===== src/pbs_pkg.sv =====
// shared constants and types for the priority budget scheduler
package pbs_pkg;

   localparam int NUM_TASKS_DEF   = 16;
   localparam int NUM_LEVELS_DEF  = 4;
   localparam int BUDGET_BITS_DEF = 8;

   localparam int MODE_W  = 3;
   localparam int ID_W    = 4;
   localparam int LVLIN_W = 2;
   localparam int BUDIN_W = 8;
   localparam int STAT_W  = 2;
   localparam int SCALE_W = 4;
   localparam int BASE_W  = 6;

   localparam logic [MODE_W-1:0] MODE_ADMIT = 3'd0;
   localparam logic [MODE_W-1:0] MODE_YIELD = 3'd1;
   localparam logic [MODE_W-1:0] MODE_BLOCK = 3'd2;
   localparam logic [MODE_W-1:0] MODE_WAKE  = 3'd3;
   localparam logic [MODE_W-1:0] MODE_TICK  = 3'd4;

   localparam logic [STAT_W-1:0] STAT_OK      = 2'd0;
   localparam logic [STAT_W-1:0] STAT_NONE    = 2'd1;
   localparam logic [STAT_W-1:0] STAT_ILLEGAL = 2'd2;

   localparam logic [1:0] ST_FREE    = 2'd0;
   localparam logic [1:0] ST_READY   = 2'd1;
   localparam logic [1:0] ST_RUNNING = 2'd2;
   localparam logic [1:0] ST_WAITING = 2'd3;

   localparam logic [SCALE_W-1:0] CSR_SCALE_RST = 4'd10;
   localparam logic [BASE_W-1:0]  CSR_BASE_RST  = 6'd10;
   localparam logic CSR_IDX_SCALE = 1'b0;
   localparam logic CSR_IDX_BASE  = 1'b1;

endpackage


===== src/priority_budget_scheduler_core.sv =====
// priority budget scheduler top level: slot memory, level lists and pick sequencer
//
// usage: one request beat (req_mode, req_task_id, req_task_level, req_task_budget)
// is taken when req_valid is high and req_stall low; it yields exactly one
// response beat (rsp_running_id, rsp_running_valid, rsp_status, rsp_refilled)
// on rsp_valid, held while rsp_stall is high.
// modes: admit, yield, block, wake, tick. yield and block walk the ready lists
// from the highest level down, one slot at a time through the slot memory;
// if nothing with budget is found, one refill pass walks every list and the
// pick runs once more.
// sequencing: a legal admit or wake goes through decode, slot read and append,
// a tick through decode, budget read and budget write, before the response;
// a pick visits each slot with a read and a check, and a yield that puts the
// running task back adds the slot read and append; the slot memory read port
// (one read per step) sets the pace. one item at a time; req_stall stays high
// from acceptance until the response beat has been taken.
// reset: synchronous, all slots free, all lists empty, nothing running,
// budget_scale and budget_base back to 10. slot memory needs no clearing
// since a slot is only read once it has been admitted.
// csr: csr_valid/csr_ready with csr_index, csr_data; write only when idle.
module priority_budget_scheduler_core #(
   parameter int NUM_TASKS   = pbs_pkg::NUM_TASKS_DEF,
   parameter int NUM_LEVELS  = pbs_pkg::NUM_LEVELS_DEF,
   parameter int BUDGET_BITS = pbs_pkg::BUDGET_BITS_DEF
) (
   input  logic                        clock,
   input  logic                        reset,
   input  logic                        req_valid,
   output logic                        req_stall,
   input  logic [pbs_pkg::MODE_W-1:0]  req_mode,
   input  logic [pbs_pkg::ID_W-1:0]    req_task_id,
   input  logic [pbs_pkg::LVLIN_W-1:0] req_task_level,
   input  logic [pbs_pkg::BUDIN_W-1:0] req_task_budget,
   output logic                        rsp_valid,
   input  logic                        rsp_stall,
   output logic [pbs_pkg::ID_W-1:0]    rsp_running_id,
   output logic                        rsp_running_valid,
   output logic [pbs_pkg::STAT_W-1:0]  rsp_status,
   output logic                        rsp_refilled,
   input  logic                        csr_valid,
   output logic                        csr_ready,
   input  logic                        csr_index,
   input  logic [7:0]                  csr_data
);

   localparam int TW = (NUM_TASKS > 1) ? $clog2(NUM_TASKS) : 1;
   localparam int LW = (NUM_LEVELS > 1) ? $clog2(NUM_LEVELS) : 1;
   localparam int BW = BUDGET_BITS;
   localparam int PW = LW + pbs_pkg::SCALE_W;
   localparam int PB = (PW > pbs_pkg::BASE_W) ? PW : pbs_pkg::BASE_W;
   localparam int SW = ((PB > BW) ? PB : BW) + 1;
   localparam logic [BW-1:0] BMAX = {BW{1'b1}};

   // sequencer codes
   localparam logic [3:0] S_IDLE   = 4'd0;
   localparam logic [3:0] S_DEC    = 4'd1;
   localparam logic [3:0] S_APPRD  = 4'd2;
   localparam logic [3:0] S_TICKRD = 4'd3;
   localparam logic [3:0] S_TICKWR = 4'd4;
   localparam logic [3:0] S_LVL    = 4'd5;
   localparam logic [3:0] S_RD     = 4'd6;
   localparam logic [3:0] S_CHK    = 4'd7;
   localparam logic [3:0] S_RLVL   = 4'd8;
   localparam logic [3:0] S_RRD    = 4'd9;
   localparam logic [3:0] S_RCHK   = 4'd10;
   localparam logic [3:0] S_FIN    = 4'd11;
   localparam logic [3:0] S_APPEND = 4'd12;
   localparam logic [3:0] S_OUT    = 4'd13;

   // slot memories: level/budget/link, registered read
   logic [LW-1:0] lvl_mem  [NUM_TASKS];
   logic [BW-1:0] bud_mem  [NUM_TASKS];
   logic [TW-1:0] link_mem [NUM_TASKS];
   logic [LW-1:0] lvl_q;
   logic [BW-1:0] bud_q;
   logic [TW-1:0] link_q;

   // small per-slot and per-level control state
   logic [1:0]    state_ff [NUM_TASKS];
   logic          hv_ff    [NUM_LEVELS];
   logic [TW-1:0] head_ff  [NUM_LEVELS];
   logic [TW-1:0] tail_ff  [NUM_LEVELS];
   logic          cur_v_ff;
   logic [TW-1:0] cur_ff;

   logic [pbs_pkg::SCALE_W-1:0] scale_ff;
   logic [pbs_pkg::BASE_W-1:0]  base_ff;

   logic [3:0]    fsm_ff, fsm_in;
   logic [pbs_pkg::MODE_W-1:0]  mode_ff;
   logic [pbs_pkg::ID_W-1:0]    id_ff;
   logic [LW-1:0]               lvlin_ff;
   logic [BW-1:0]               budin_ff;
   logic [LW-1:0] l_ff;          // level under walk
   logic [TW-1:0] p_ff;          // slot under walk
   logic          pv_ff;         // predecessor valid
   logic [TW-1:0] pr_ff;
   logic          pass2_ff;      // second pick after refill
   logic          refill_ff;
   logic          found_ff;
   logic [TW-1:0] t_ff;
   logic [TW-1:0] app_ff;        // slot to append
   logic [pbs_pkg::STAT_W-1:0] stat_ff;
   logic [TW:0]   steps_ff;

   // memory port controls
   logic          rd_en;
   logic [TW-1:0] rd_addr;
   logic          bud_we;
   logic [TW-1:0] bud_wa;
   logic [BW-1:0] bud_wd;
   logic          link_we;
   logic [TW-1:0] link_wa;
   logic [TW-1:0] link_wd;
   logic          lvl_we;

   // old tail link of an append, written in the response cycle
   logic [TW-1:0] tail_link_addr;
   logic          tail_link_we_ff;

   always_ff @(posedge clock) begin
      if (rd_en) begin
         lvl_q  <= lvl_mem[rd_addr];
         bud_q  <= bud_mem[rd_addr];
         link_q <= link_mem[rd_addr];
      end
      if (bud_we)  bud_mem[bud_wa]   <= bud_wd;
      if (link_we) link_mem[link_wa] <= link_wd;
      if (lvl_we)  lvl_mem[id_ff[TW-1:0]] <= lvlin_ff;
   end

   // refill value for the level under walk, saturated
   logic [SW-1:0] refill_sum;
   logic [BW-1:0] refill_val;
   assign refill_sum = SW'(l_ff) * SW'(scale_ff) + SW'(base_ff);
   assign refill_val = (refill_sum > SW'(BMAX)) ? BMAX : refill_sum[BW-1:0];

   logic id_ff_ok;
   assign id_ff_ok = (32'(id_ff) < NUM_TASKS);

   assign req_stall = (fsm_ff != S_IDLE);
   assign rsp_valid = (fsm_ff == S_OUT);
   assign csr_ready = (fsm_ff == S_IDLE);
   assign rsp_running_valid = cur_v_ff;
   assign rsp_running_id    = cur_v_ff ? pbs_pkg::ID_W'(cur_ff) : '0;
   assign rsp_status        = stat_ff;
   assign rsp_refilled      = refill_ff;

   // memory control, combinational from sequencer state
   always_comb begin
      rd_en   = 1'b0;
      rd_addr = p_ff;
      bud_we  = 1'b0;
      bud_wa  = p_ff;
      bud_wd  = refill_val;
      link_we = 1'b0;
      link_wa = app_ff;
      link_wd = '0;
      lvl_we  = 1'b0;
      case (fsm_ff)
         S_DEC: begin
            if (mode_ff == pbs_pkg::MODE_ADMIT && id_ff_ok &&
                state_ff[id_ff[TW-1:0]] == pbs_pkg::ST_FREE) begin
               lvl_we = 1'b1;
               bud_we = 1'b1;
               bud_wa = id_ff[TW-1:0];
               bud_wd = budin_ff;
            end
         end
         S_APPRD: begin
            rd_en   = 1'b1;
            rd_addr = app_ff;
         end
         S_TICKRD: begin
            rd_en   = 1'b1;
            rd_addr = cur_ff;
         end
         S_TICKWR: begin
            bud_we = (bud_q != '0);
            bud_wa = cur_ff;
            bud_wd = bud_q - BW'(1);
         end
         S_RD, S_RRD: rd_en = 1'b1;
         S_RCHK: bud_we = 1'b1;
         S_FIN: begin
            if (found_ff && pv_ff) begin
               link_we = 1'b1;
               link_wa = pr_ff;
               link_wd = (t_ff == tail_ff[l_ff]) ? '0 : link_q;
            end
         end
         S_APPEND: begin
            link_we = 1'b1;
            link_wa = app_ff;
            link_wd = '0;
         end
         S_OUT: begin
            // old tail now points at the appended slot
            if (tail_link_we_ff) begin
               link_we = 1'b1;
               link_wa = tail_link_addr;
               link_wd = app_ff;
            end
         end
         default: ;
      endcase
   end

   always_ff @(posedge clock) begin
      if (reset) begin
         fsm_ff    <= S_IDLE;
         cur_v_ff  <= 1'b0;
         scale_ff  <= pbs_pkg::CSR_SCALE_RST;
         base_ff   <= pbs_pkg::CSR_BASE_RST;
         tail_link_we_ff <= 1'b0;
         for (int i = 0; i < NUM_TASKS; i++) state_ff[i] <= pbs_pkg::ST_FREE;
         for (int i = 0; i < NUM_LEVELS; i++) hv_ff[i] <= 1'b0;
      end else begin
         fsm_ff <= fsm_in;
         tail_link_we_ff <= 1'b0;
         if (csr_valid && csr_ready) begin
            if (csr_index == pbs_pkg::CSR_IDX_SCALE)
               scale_ff <= csr_data[pbs_pkg::SCALE_W-1:0];
            else
               base_ff <= csr_data[pbs_pkg::BASE_W-1:0];
         end
         case (fsm_ff)
            S_IDLE: begin
               if (req_valid) begin
                  mode_ff   <= req_mode;
                  id_ff     <= req_task_id;
                  lvlin_ff  <= (32'(req_task_level) < NUM_LEVELS) ?
                               LW'(req_task_level) : LW'(NUM_LEVELS - 1);
                  budin_ff  <= (32'(req_task_budget) > 32'(BMAX)) ?
                               BMAX : BW'(req_task_budget);
                  stat_ff   <= pbs_pkg::STAT_OK;
                  refill_ff <= 1'b0;
                  pass2_ff  <= 1'b0;
                  found_ff  <= 1'b0;
                  app_ff    <= TW'(req_task_id);
               end
            end
            S_DEC: begin
               case (mode_ff)
                  pbs_pkg::MODE_ADMIT, pbs_pkg::MODE_WAKE: begin
                     if (!id_ff_ok || state_ff[id_ff[TW-1:0]] !=
                         ((mode_ff == pbs_pkg::MODE_ADMIT) ?
                          pbs_pkg::ST_FREE : pbs_pkg::ST_WAITING))
                        stat_ff <= pbs_pkg::STAT_ILLEGAL;
                     else
                        state_ff[id_ff[TW-1:0]] <= pbs_pkg::ST_READY;
                  end
                  pbs_pkg::MODE_YIELD, pbs_pkg::MODE_BLOCK: begin
                     if (mode_ff == pbs_pkg::MODE_BLOCK && !cur_v_ff)
                        stat_ff <= pbs_pkg::STAT_ILLEGAL;
                     l_ff <= LW'(NUM_LEVELS - 1);
                  end
                  default: ;
               endcase
            end
            S_LVL: begin
               p_ff     <= head_ff[l_ff];
               pv_ff    <= 1'b0;
               steps_ff <= '0;
               // empty level: step down, or to the top for the refill pass
               if (!hv_ff[l_ff]) begin
                  if (l_ff != '0) l_ff <= l_ff - LW'(1);
                  else if (!pass2_ff) l_ff <= LW'(NUM_LEVELS - 1);
               end
            end
            S_CHK: begin
               if (bud_q != '0) begin
                  found_ff <= 1'b1;
                  t_ff     <= p_ff;
               end else if (p_ff == tail_ff[l_ff] ||
                            32'(steps_ff) + 1 >= NUM_TASKS) begin
                  if (l_ff != '0) l_ff <= l_ff - LW'(1);
                  else l_ff <= LW'(NUM_LEVELS - 1);
               end else begin
                  pv_ff    <= 1'b1;
                  pr_ff    <= p_ff;
                  p_ff     <= link_q;
                  steps_ff <= steps_ff + 1'b1;
               end
            end
            S_RLVL: begin
               p_ff     <= head_ff[l_ff];
               steps_ff <= '0;
               if (!hv_ff[l_ff]) begin
                  if (l_ff != '0) l_ff <= l_ff - LW'(1);
                  else begin
                     l_ff     <= LW'(NUM_LEVELS - 1);
                     pass2_ff <= 1'b1;
                  end
               end
            end
            S_RCHK: begin
               refill_ff <= 1'b1;
               if (p_ff == tail_ff[l_ff] || 32'(steps_ff) + 1 >= NUM_TASKS) begin
                  if (l_ff != '0) l_ff <= l_ff - LW'(1);
                  else begin
                     l_ff     <= LW'(NUM_LEVELS - 1);
                     pass2_ff <= 1'b1;
                  end
               end else begin
                  p_ff     <= link_q;
                  steps_ff <= steps_ff + 1'b1;
               end
            end
            S_FIN: begin
               if (!found_ff) begin
                  stat_ff <= pbs_pkg::STAT_NONE;
                  if (mode_ff == pbs_pkg::MODE_BLOCK) begin
                     state_ff[cur_ff] <= pbs_pkg::ST_WAITING;
                     cur_v_ff <= 1'b0;
                  end
               end else begin
                  // unlink the picked slot
                  if (!pv_ff) begin
                     if (t_ff == tail_ff[l_ff]) hv_ff[l_ff] <= 1'b0;
                     else head_ff[l_ff] <= link_q;
                  end
                  if (t_ff == tail_ff[l_ff])
                     tail_ff[l_ff] <= pv_ff ? pr_ff : '0;
                  if (cur_v_ff) begin
                     if (mode_ff == pbs_pkg::MODE_BLOCK)
                        state_ff[cur_ff] <= pbs_pkg::ST_WAITING;
                     else
                        state_ff[cur_ff] <= pbs_pkg::ST_READY;
                  end
                  app_ff   <= cur_ff;
                  state_ff[t_ff] <= pbs_pkg::ST_RUNNING;
                  cur_ff   <= t_ff;
                  cur_v_ff <= 1'b1;
               end
            end
            S_APPEND: begin
               // lvl_q holds the level of app_ff
               if (!hv_ff[lvl_q]) begin
                  hv_ff[lvl_q]   <= 1'b1;
                  head_ff[lvl_q] <= app_ff;
               end else begin
                  tail_link_we_ff <= 1'b1;
               end
               tail_link_addr <= tail_ff[lvl_q];
               tail_ff[lvl_q] <= app_ff;
            end
            default: ;
         endcase
      end
   end

   // sequencer next state, including the empty level skip
   always_comb begin
      fsm_in = fsm_ff;
      case (fsm_ff)
         S_IDLE:   if (req_valid) fsm_in = S_DEC;
         S_DEC: begin
            case (mode_ff)
               pbs_pkg::MODE_ADMIT, pbs_pkg::MODE_WAKE:
                  fsm_in = (!id_ff_ok || state_ff[id_ff[TW-1:0]] !=
                            ((mode_ff == pbs_pkg::MODE_ADMIT) ?
                             pbs_pkg::ST_FREE : pbs_pkg::ST_WAITING)) ?
                           S_OUT : S_APPRD;
               pbs_pkg::MODE_YIELD:  fsm_in = S_LVL;
               pbs_pkg::MODE_BLOCK:  fsm_in = cur_v_ff ? S_LVL : S_OUT;
               pbs_pkg::MODE_TICK:   fsm_in = cur_v_ff ? S_TICKRD : S_OUT;
               default:              fsm_in = S_OUT;
            endcase
         end
         S_APPRD:  fsm_in = S_APPEND;
         S_TICKRD: fsm_in = S_TICKWR;
         S_TICKWR: fsm_in = S_OUT;
         S_LVL: begin
            if (hv_ff[l_ff]) fsm_in = S_RD;
            else if (l_ff != '0) fsm_in = S_LVL;
            else fsm_in = pass2_ff ? S_FIN : S_RLVL;
         end
         S_RD:  fsm_in = S_CHK;
         S_CHK: begin
            if (bud_q != '0) fsm_in = S_FIN;
            else if (p_ff == tail_ff[l_ff] || 32'(steps_ff) + 1 >= NUM_TASKS)
               fsm_in = (l_ff != '0) ? S_LVL : (pass2_ff ? S_FIN : S_RLVL);
            else fsm_in = S_RD;
         end
         S_RLVL: fsm_in = hv_ff[l_ff] ? S_RRD :
                          ((l_ff != '0) ? S_RLVL : S_LVL);
         S_RRD:  fsm_in = S_RCHK;
         S_RCHK: begin
            if (p_ff == tail_ff[l_ff] || 32'(steps_ff) + 1 >= NUM_TASKS)
               fsm_in = (l_ff != '0) ? S_RLVL : S_LVL;
            else fsm_in = S_RRD;
         end
         S_FIN: fsm_in = (found_ff && cur_v_ff &&
                          mode_ff == pbs_pkg::MODE_YIELD) ? S_APPRD : S_OUT;
         S_APPEND: fsm_in = S_OUT;
         S_OUT: if (!rsp_stall) fsm_in = S_IDLE;
         default: fsm_in = S_IDLE;
      endcase
   end

`ifndef SYNTHESIS
   a_stall_busy: assert property (@(posedge clock) disable iff (reset)
      rsp_valid |-> req_stall)
      else $error("response shown while idle");
   a_one_rsp: assert property (@(posedge clock) disable iff (reset)
      (rsp_valid && !rsp_stall) |=> !rsp_valid)
      else $error("response repeated");
   a_run_state: assert property (@(posedge clock) disable iff (reset)
      (rsp_valid && rsp_running_valid) |-> state_ff[cur_ff] == pbs_pkg::ST_RUNNING)
      else $error("running slot not in running state");
`endif

endmodule

===== config.mk =====
export PLATFORM = sky130hd
export DESIGN_NAME = priority_budget_scheduler_core
export DESIGN_NICKNAME = d
export VERILOG_FILES = /design/src/pbs_pkg.sv /design/src/priority_budget_scheduler_core.sv
export SDC_FILE = /design/constraint.sdc
export NUM_CORES = 1
export LEC_CHECK = 0
export BUFFER_PORTS_ARGS = -buffer_cell sky130_fd_sc_hd__buf_2
export CAP_MARGIN = 20
export CORE_MARGIN = 2
export CORE_UTILIZATION = 45
export DETAILED_ROUTE_END_ITERATION = 7
export MAX_ROUTING_LAYER = met4
export PLACE_DENSITY = 0.6
export SLEW_MARGIN = 20
export SYNTH_ARGS = -nofsm -noshare
export SYNTH_HDL_FRONTEND = slang
export SYNTH_SLANG_ARGS = --single-unit

===== constraint.sdc =====
create_clock -name clock -period 4.1 [get_ports clock]
set_clock_uncertainty 0.2 [all_clocks]
set_input_delay 0 -clock clock [delete_from_list [all_inputs] [get_ports clock]]
set_output_delay 0 -clock clock [all_outputs]
set_load 0.01 [all_outputs]

### Word level (Yosys, flattened, before mapping)

Memories as Yosys holds them, arrays and structs flattened. A register that Yosys moved wholly into a read port is not among the register bits.
Cells that the tools add are included.

| cells by class | value |
|---|---|
| $add $sub $neg | 5 |
| multiply operators | 1 |
| order comparisons | 2 |
| eq/ne operators | 35 |
| muxes and demuxes | 160 |
| bitwise gates (word level) | 7 |
| reduce and logical (&&, ||, !) cells | 53 |

Operators by type and width:

| cell | number |
|---|---|
| $mux 4 | 31 |
| $mux 1 | 80 |
| $mux 2 | 26 |
| $pmux 4 s13 | 1 |
| $pmux 4 s2 | 5 |
| $eq 4x4->1 const B | 6 |
| $ne 2x2->1 const B | 10 |
| $eq 4x3->1 const B | 4 |
| $mux 8 | 2 |
| $pmux 4 s4 | 1 |
| $pmux 8 s2 | 1 |
| $reduce_and 4->1 | 4 |
| $reduce_or 2->1 | 8 |
| $pmux 5 s3 | 1 |
| $reduce_and 3->1 | 5 |
| $reduce_and 7->1 | 2 |
| $pmux 4 s3 | 1 |
| $reduce_bool 2->1 | 6 |
| $reduce_or 4->1 | 3 |
| $mux 5 | 2 |
| $pmux 2 s5 | 1 |
| $reduce_and 2->1 | 5 |
| $ne 3x3->1 const B | 3 |
| $pmux 1 s3 | 3 |
| other kinds (34) | 52 |

| storage, ports and cells | value |
|---|---|
| register bits after elaboration | 66 |
| RAM bits | 292 |
| input bits | 31 |
| output and inout port bits | 11 |
| memories | 7 |

Memories:

| name | words | bits a word | read ports | clocked after Yosys merged registers in | write ports | line | text |
|---|---|---|---|---|---|---|---|
| bud_mem | 16 | 8 | 1 | 1 | 1 | priority_budget_scheduler_core.sv:72 | `logic [BW-1:0] bud_mem [NUM_TASKS];` |
| link_mem | 16 | 4 | 1 | 1 | 1 | priority_budget_scheduler_core.sv:73 | `logic [TW-1:0] link_mem [NUM_TASKS];` |
| lvl_mem | 16 | 2 | 1 | 1 | 1 | priority_budget_scheduler_core.sv:71 | `logic [LW-1:0] lvl_mem [NUM_TASKS];` |
| state_ff | 16 | 2 | 1 | 1 | 16 | priority_budget_scheduler_core.sv:79 | `logic [1:0] state_ff [NUM_TASKS];` |
| head_ff | 4 | 4 | 1 | 1 | 1 | priority_budget_scheduler_core.sv:81 | `logic [TW-1:0] head_ff [NUM_LEVELS];` |
| tail_ff | 4 | 4 | 2 | 2 | 1 | priority_budget_scheduler_core.sv:82 | `logic [TW-1:0] tail_ff [NUM_LEVELS];` |
| 1 more memories | -- | -- | -- | -- | -- | -- |  |

### Logic depth before layout (Yosys ltp)

| depth | value |
|---|---|
| depth in word-level cells | 11 |
| depth in mapped cells | 11 |

### Worst setup path before layout

OpenSTA, ideal clock, no wires.

| timing path | value |
|---|---|
| kind | reg-to-reg |
| start point | register l_ff[0] |
| end point | memory bud_mem[0][5] in the netlist's numbering (data pin) |
| data arrival time | 3.065 ns |
| data required time | 3.570 ns |
| setup slack | 0.504 ns |
| cell stages (with the launch flop) | 12 |
| period minus slack after synthesis | 3.596 ns |
| path through | edfxtp_1 > clkbuf_1 > and2_1 > fa_1 > ha_1 > fa_1 > a21oi_1 > nor2_1 > nor2_1 > xnor2_1 > mux2i_1 > o21ai_0 |

| on the way | value |
|---|---|
| cells in the longest elaborated chain, start to end | 6 |

RTL lines:

| what | line | text |
|---|---|---|
| start: declaration | priority_budget_scheduler_core.sv:94 | `logic [LW-1:0] l_ff;` |
| start signal: assignment | priority_budget_scheduler_core.sv:256 | `l_ff <= LW'(NUM_LEVELS - 1);` |
| start signal: assignment | priority_budget_scheduler_core.sv:267 | `if (l_ff != '0) l_ff <= l_ff - LW'(1);` |
| start signal: assignment | priority_budget_scheduler_core.sv:268 | `else if (!pass2_ff) l_ff <= LW'(NUM_LEVELS - 1);` |
| $mul 2x4->6 (*) | priority_budget_scheduler_core.sv:135 | `assign refill_sum = SW'(l_ff) * SW'(scale_ff) + SW'(base_ff);` |
| $add 6x6->7 (*) | priority_budget_scheduler_core.sv:135 |  |
| $gt 7x8->1 | priority_budget_scheduler_core.sv:136 | `assign refill_val = (refill_sum > SW'(BMAX)) ? BMAX : refill_sum[BW-1:0];` |
| $mux 8 (*) | priority_budget_scheduler_core.sv:136 |  |
| $mux 8 | priority_budget_scheduler_core.sv:162 | `if (mode_ff == pbs_pkg::MODE_ADMIT && id_ff_ok &&` |
| $pmux 8 s2 (*) | priority_budget_scheduler_core.sv:160 | `case (fsm_ff)` |
| net bud_wd[5] | priority_budget_scheduler_core.sv:111 | `logic [BW-1:0] bud_wd;` |
| end: declaration | priority_budget_scheduler_core.sv:72 |  |

Mark *: on every way through the listed nets, which the timed path passes. The rest lies on a longest branch.

==> report_table.html <==
<table>
<tr><th>Metric</th><th>Value</th></tr>
<tr><th colspan="2">Outcome</th></tr>
<tr><td>Run status</td><td>finished clean</td></tr>
<tr><th colspan="2">Synthesis</th></tr>
<tr><td>Post-synth top flop</td><td>sky130_fd_sc_hd__edfxtp_1</td></tr>
<tr><td>Most common library cells after synthesis</td><td>sky130_fd_sc_hd__edfxtp_1, sky130_fd_sc_hd__nand2_1, sky130_fd_sc_hd__nor2_1</td></tr>
<tr><td>Post-Synthesis Net Count</td><td>1355</td></tr>
<tr><td>Proportion of register bits with asynchronous set or reset after synthesis</td><td>0</td></tr>
<tr><td>Most area-consuming cells after synthesis</td><td>sky130_fd_sc_hd__edfxtp_1, sky130_fd_sc_hd__mux4_2, sky130_fd_sc_hd__dfxtp_1</td></tr>
<tr><td>Area of the mapped netlist</td><td>approximately 18000 um^2</td></tr>
<tr><td>Flops &amp; latches, synth</td><td>between 300 and 400</td></tr>
<tr><td>Mean area per synthesized cell</td><td>between 10 and 15 um^2</td></tr>
<tr><td>Post-synthesis cell type count</td><td>71</td></tr>
<tr><td>Number of cells produced by synthesis</td><td>between 1k and 1.5k</td></tr>
<tr><td>Synth top area share</td><td>0.550</td></tr>
<tr><td>Warnings from Yosys</td><td>0</td></tr>
<tr><td>Cell type contributing the most total cell area after synthesis</td><td>sky130_fd_sc_hd__edfxtp_1</td></tr>
<tr><td>Most common cell in the synthesized netlist</td><td>sky130_fd_sc_hd__edfxtp_1</td></tr>
<tr><td>Register area share after synthesis</td><td>0.610</td></tr>
<tr><td>Number of enable-type register cells in the synthesized netlist</td><td>~330</td></tr>
<tr><th colspan="2">Timing</th></tr>
<tr><td>Final setup viols</td><td>0</td></tr>
<tr><td>Worst slew margin relative to its limit</td><td>0.338</td></tr>
<tr><td>Crit path time final</td><td>roughly 3.6 ns</td></tr>
<tr><td>Unrepaired setup endpoints after global routing</td><td>false</td></tr>
<tr><td>Sum Neg Setup Slack</td><td>0 ns</td></tr>
<tr><td>Number of pins exceeding their max-slew limit in the final report</td><td>0</td></tr>
<tr><td>Peak Freq</td><td>roughly 0.28 GHz</td></tr>
<tr><td>Number of failing hold endpoints at the final stage</td><td>0</td></tr>
<tr><td>Final period util</td><td>0.882</td></tr>
<tr><td>Tightest Pin Transition</td><td>0.993 ns</td></tr>
<tr><th colspan="2">Pwr</th></tr>
<tr><td>Power density cells</td><td>~540 nW/um^2</td></tr>
<tr><td>Worst IR drop on VDD</td><td>about 400 uV</td></tr>
<tr><td>Leakage</td><td>7.11 nW</td></tr>
<tr><td>Post-layout power</td><td>11.3 mW</td></tr>
<tr><th colspan="2">Critical path</th></tr>
<tr><td>Crit-path max FO</td><td>11</td></tr>
<tr><td>Register-to-Register Setup Slack</td><td>0.49 ns</td></tr>
<tr><td>Crit path capture</td><td>bud_mem[12][0]</td></tr>
<tr><td>Worst path arrival time</td><td>around 3.7 ns</td></tr>
<tr><td>Critical Path RT</td><td>around 4.2 ns</td></tr>
<tr><td>Endpoint of the worst-slack reg-to-reg timing path</td><td>bud_mem[12][0]</td></tr>
<tr><td>Worst setup path category</td><td>reg -&gt; reg</td></tr>
<tr><td>Nature of the critical path startpoint</td><td>flip-flop</td></tr>
<tr><td>Critical Path Sink Type</td><td>flip-flop</td></tr>
<tr><td>Worst r2r path cells</td><td>8</td></tr>
<tr><th colspan="2">Cells and area</th></tr>
<tr><td>Number of fill cells in the layout</td><td>between 3k and 4k</td></tr>
<tr><td>Area added between synthesis and finish</td><td>16.5%</td></tr>
<tr><td>Diode insertion count for antenna repair</td><td>0</td></tr>
<tr><td>Register area</td><td>between 10000 and 15000 um^2</td></tr>
<tr><td>Share of post-route cells with drive strength above 1</td><td>0.189</td></tr>
<tr><td>Area used by multi-input combinational logic</td><td>6580 um^2</td></tr>
<tr><td>Number of nets in the layout</td><td>roughly 1.5k</td></tr>
<tr><th colspan="2">Hold path</th></tr>
<tr><td>Path type of the worst min-delay path</td><td>in -&gt; reg</td></tr>
<tr><th colspan="2">GRT</th></tr>
<tr><td>Global-route usage over all layers</td><td>0.224</td></tr>
<tr><td>Vias in the first global route</td><td>roughly 12k</td></tr>
<tr><td>Remaining Overflow, GRT</td><td>0</td></tr>
<tr><td>Pin count of the biggest net entering global routing</td><td>57</td></tr>
<tr><td>Number of antenna violations at the first check in global routing</td><td>0</td></tr>
<tr><td>First-pass GRT wire length</td><td>~70000 um</td></tr>
<tr><th colspan="2">Die</th></tr>
<tr><td>Number of ports placed on the die boundary</td><td>42</td></tr>
<tr><td>Row count</td><td>between 70 and 80</td></tr>
<tr><td>Starting Density</td><td>0.454</td></tr>
<tr><td>Die Area</td><td>around 41000 um^2</td></tr>
<tr><td>Core area</td><td>slightly below 40000 um^2</td></tr>
<tr><td>Die boundary height</td><td>just over 200 um</td></tr>
<tr><td>Die span in x</td><td>around 200 um</td></tr>
<tr><th colspan="2">Placement</th></tr>
<tr><td>IO buf count</td><td>39</td></tr>
<tr><td>Placed wire-length estimate after detailed placement</td><td>between 30000 and 40000 um</td></tr>
<tr><td>GP Congestion</td><td>approximately 0.87</td></tr>
<tr><th colspan="2">CTS</th></tr>
<tr><td>CTS tree</td><td>done</td></tr>
<tr><td>H-tree depth</td><td>2</td></tr>
<tr><td>Max Buffers Root-to-Sink</td><td>3</td></tr>
<tr><td>Clock slew seen by the registers of the worst setup and hold paths</td><td>0.06 ns</td></tr>
<tr><td>CTS buffer count</td><td>43</td></tr>
<tr><td>Number of sinks on the clock net</td><td>382</td></tr>
<tr><td>Post-CTS resize count</td><td>0</td></tr>
<tr><td>CTS root buf</td><td>sky130_fd_sc_hd__clkbuf_16</td></tr>
<tr><td>Latest clock arrival within the worst-skew pair</td><td>between 0.5 and 0.6 ns</td></tr>
<tr><th colspan="2">Route</th></tr>
<tr><td>Starting DRT DRC Count</td><td>988</td></tr>
<tr><td>Final routed wirelength across all metal layers</td><td>between 40000 and 50000 um</td></tr>
<tr><td>Via total after detailed routing</td><td>~12k</td></tr>
<tr><td>WL per Instance</td><td>~22 um</td></tr>
<tr><td>Antenna viol nets, final</td><td>0</td></tr>
<tr><td>Detailed-route DRC error count</td><td>0</td></tr>
<tr><td>Router iterations before antenna repair</td><td>6</td></tr>
<tr><td>Via/cell ratio</td><td>between 5 and 6</td></tr>
<tr><th colspan="2">Run</th></tr>
<tr><td>Maxcap violations</td><td>0</td></tr>
</table>
-- kinds of logic after synthesis --
family          after synthesis  synth area share
buf+inv                     110            0.0264
flops                       382             0.610
compound gates              219            0.0816
simple gates                401             0.113
mux                         164             0.147
fa+ha+maj                    14            0.0115
xor+xnor                     20           0.00978
-- worst min-delay path by stage --
stage | startpoint | endpoint | cells after the start
floorplan | req_task_budget[0] | budin_ff[0] | 0
global placement | req_task_budget[5] | budin_ff[5] | 1
detailed placement | req_task_budget[0] | budin_ff[0] | 1
CTS | req_task_id[2] | id_ff[2] | 2
global route | req_task_id[3] | id_ff[3] | 2
finish | req_task_id[2] | id_ff[2] | 2
-- flip-flops by register name, indices dropped and copies added, names as in the netlist, 4 cells and up, named ones only --
signal / flops
scale_ff: 4
link_q: 4
lvl_mem: 32
p_ff: 4
tail_ff: 16
head_ff: 16
base_ff: 6
state_ff: 32
pr_ff: 4
link_mem: 64
tail_link_addr: 4
bud_q: 8
cur_ff: 4
bud_mem: 128
steps_ff: 5
app_ff: 4
id_ff: 4
hv_ff: 4
t_ff: 4
fsm_ff: 4
budin_ff: 8
-- metrics by stage --
step                      instance area, um^2  worst slack [ns]  cells  utilization  hold slack [ns]
after floorplan                         17900             0.504   1310            -           -0.101
after CTS                               20900             0.475   1986        0.529          0.00200
after global placement                  19000             0.545   1853        0.480          -0.0238
final                                   20900             0.485   1986        0.529           0.0238
after detailed placement                19000             0.486   1853        0.480          -0.0219
after global routing                    20900             0.259   1986        0.529           0.0260
-- layer usage --
layer,part of all wire,routed length [um],GRT usage
met1,0.44,19500,0.301
met5,0,0,-
met4,0.023,1020,0.0725
met2,0.47,20800,0.348
met3,0.060,2660,0.0396
-- layout by cell type, fill, tap and decap left out, drive strengths merged, types with 10 or more instances in the layout --
cell type,netlist,routed
nor3,34,34
clkinv,1,22
nand2b,20,20
edfxtp,328,328
mux4,78,78
nand3,38,38
a221o,10,10
xnor2,15,15
clkbuf,50,49
nand2,105,105
o31ai,14,14
dfxtp,54,54
nand3b,11,11
mux2,17,17
and3,18,18
ha,10,10
mux2i,69,69
nor2b,12,12
o21ai,51,51
nor4,25,25
nor2,87,87
buf,30,98
a21oi,46,46
a31oi,33,33
inv,29,30
and2,18,18
dlygate4sd3,0,55
-- power by group --
part,internal (mW),switching [mW]
Sequential,4.79,0.258
Combinational,0.987,1.54
Clock,2.13,1.57
-- final cells by class --
type / count / area share
Clock buffer: 49 / 0.0527
Clock inverter: 29 / 0.0122
Multi-Input combinational cell: 818 / 0.315
Tap cell: 525 / 0.0315
Inverter: 30 / 0.00540
Timing Repair Buffer: 153 / 0.0588
Sequential cell: 382 / 0.524
-- critical path: stages (launching register included) --
cell and delay (ns):
sky130_fd_sc_hd__dfxtp_1 0.54, sky130_fd_sc_hd__mux4_2 0.57, sky130_fd_sc_hd__nand3_1 0.12, sky130_fd_sc_hd__and4_1 0.36, sky130_fd_sc_hd__buf_4 0.20, sky130_fd_sc_hd__nand3_4 0.16
sky130_fd_sc_hd__a221o_4 0.47, sky130_fd_sc_hd__nor4_2 0.44, sky130_fd_sc_hd__buf_4 0.25
-- timing repair --
action                    CTS  global route
buffers inserted            0             0
hold buffers               55             0
hold endpoints to repair   54             0
Power figures use the tool's default switching activity.
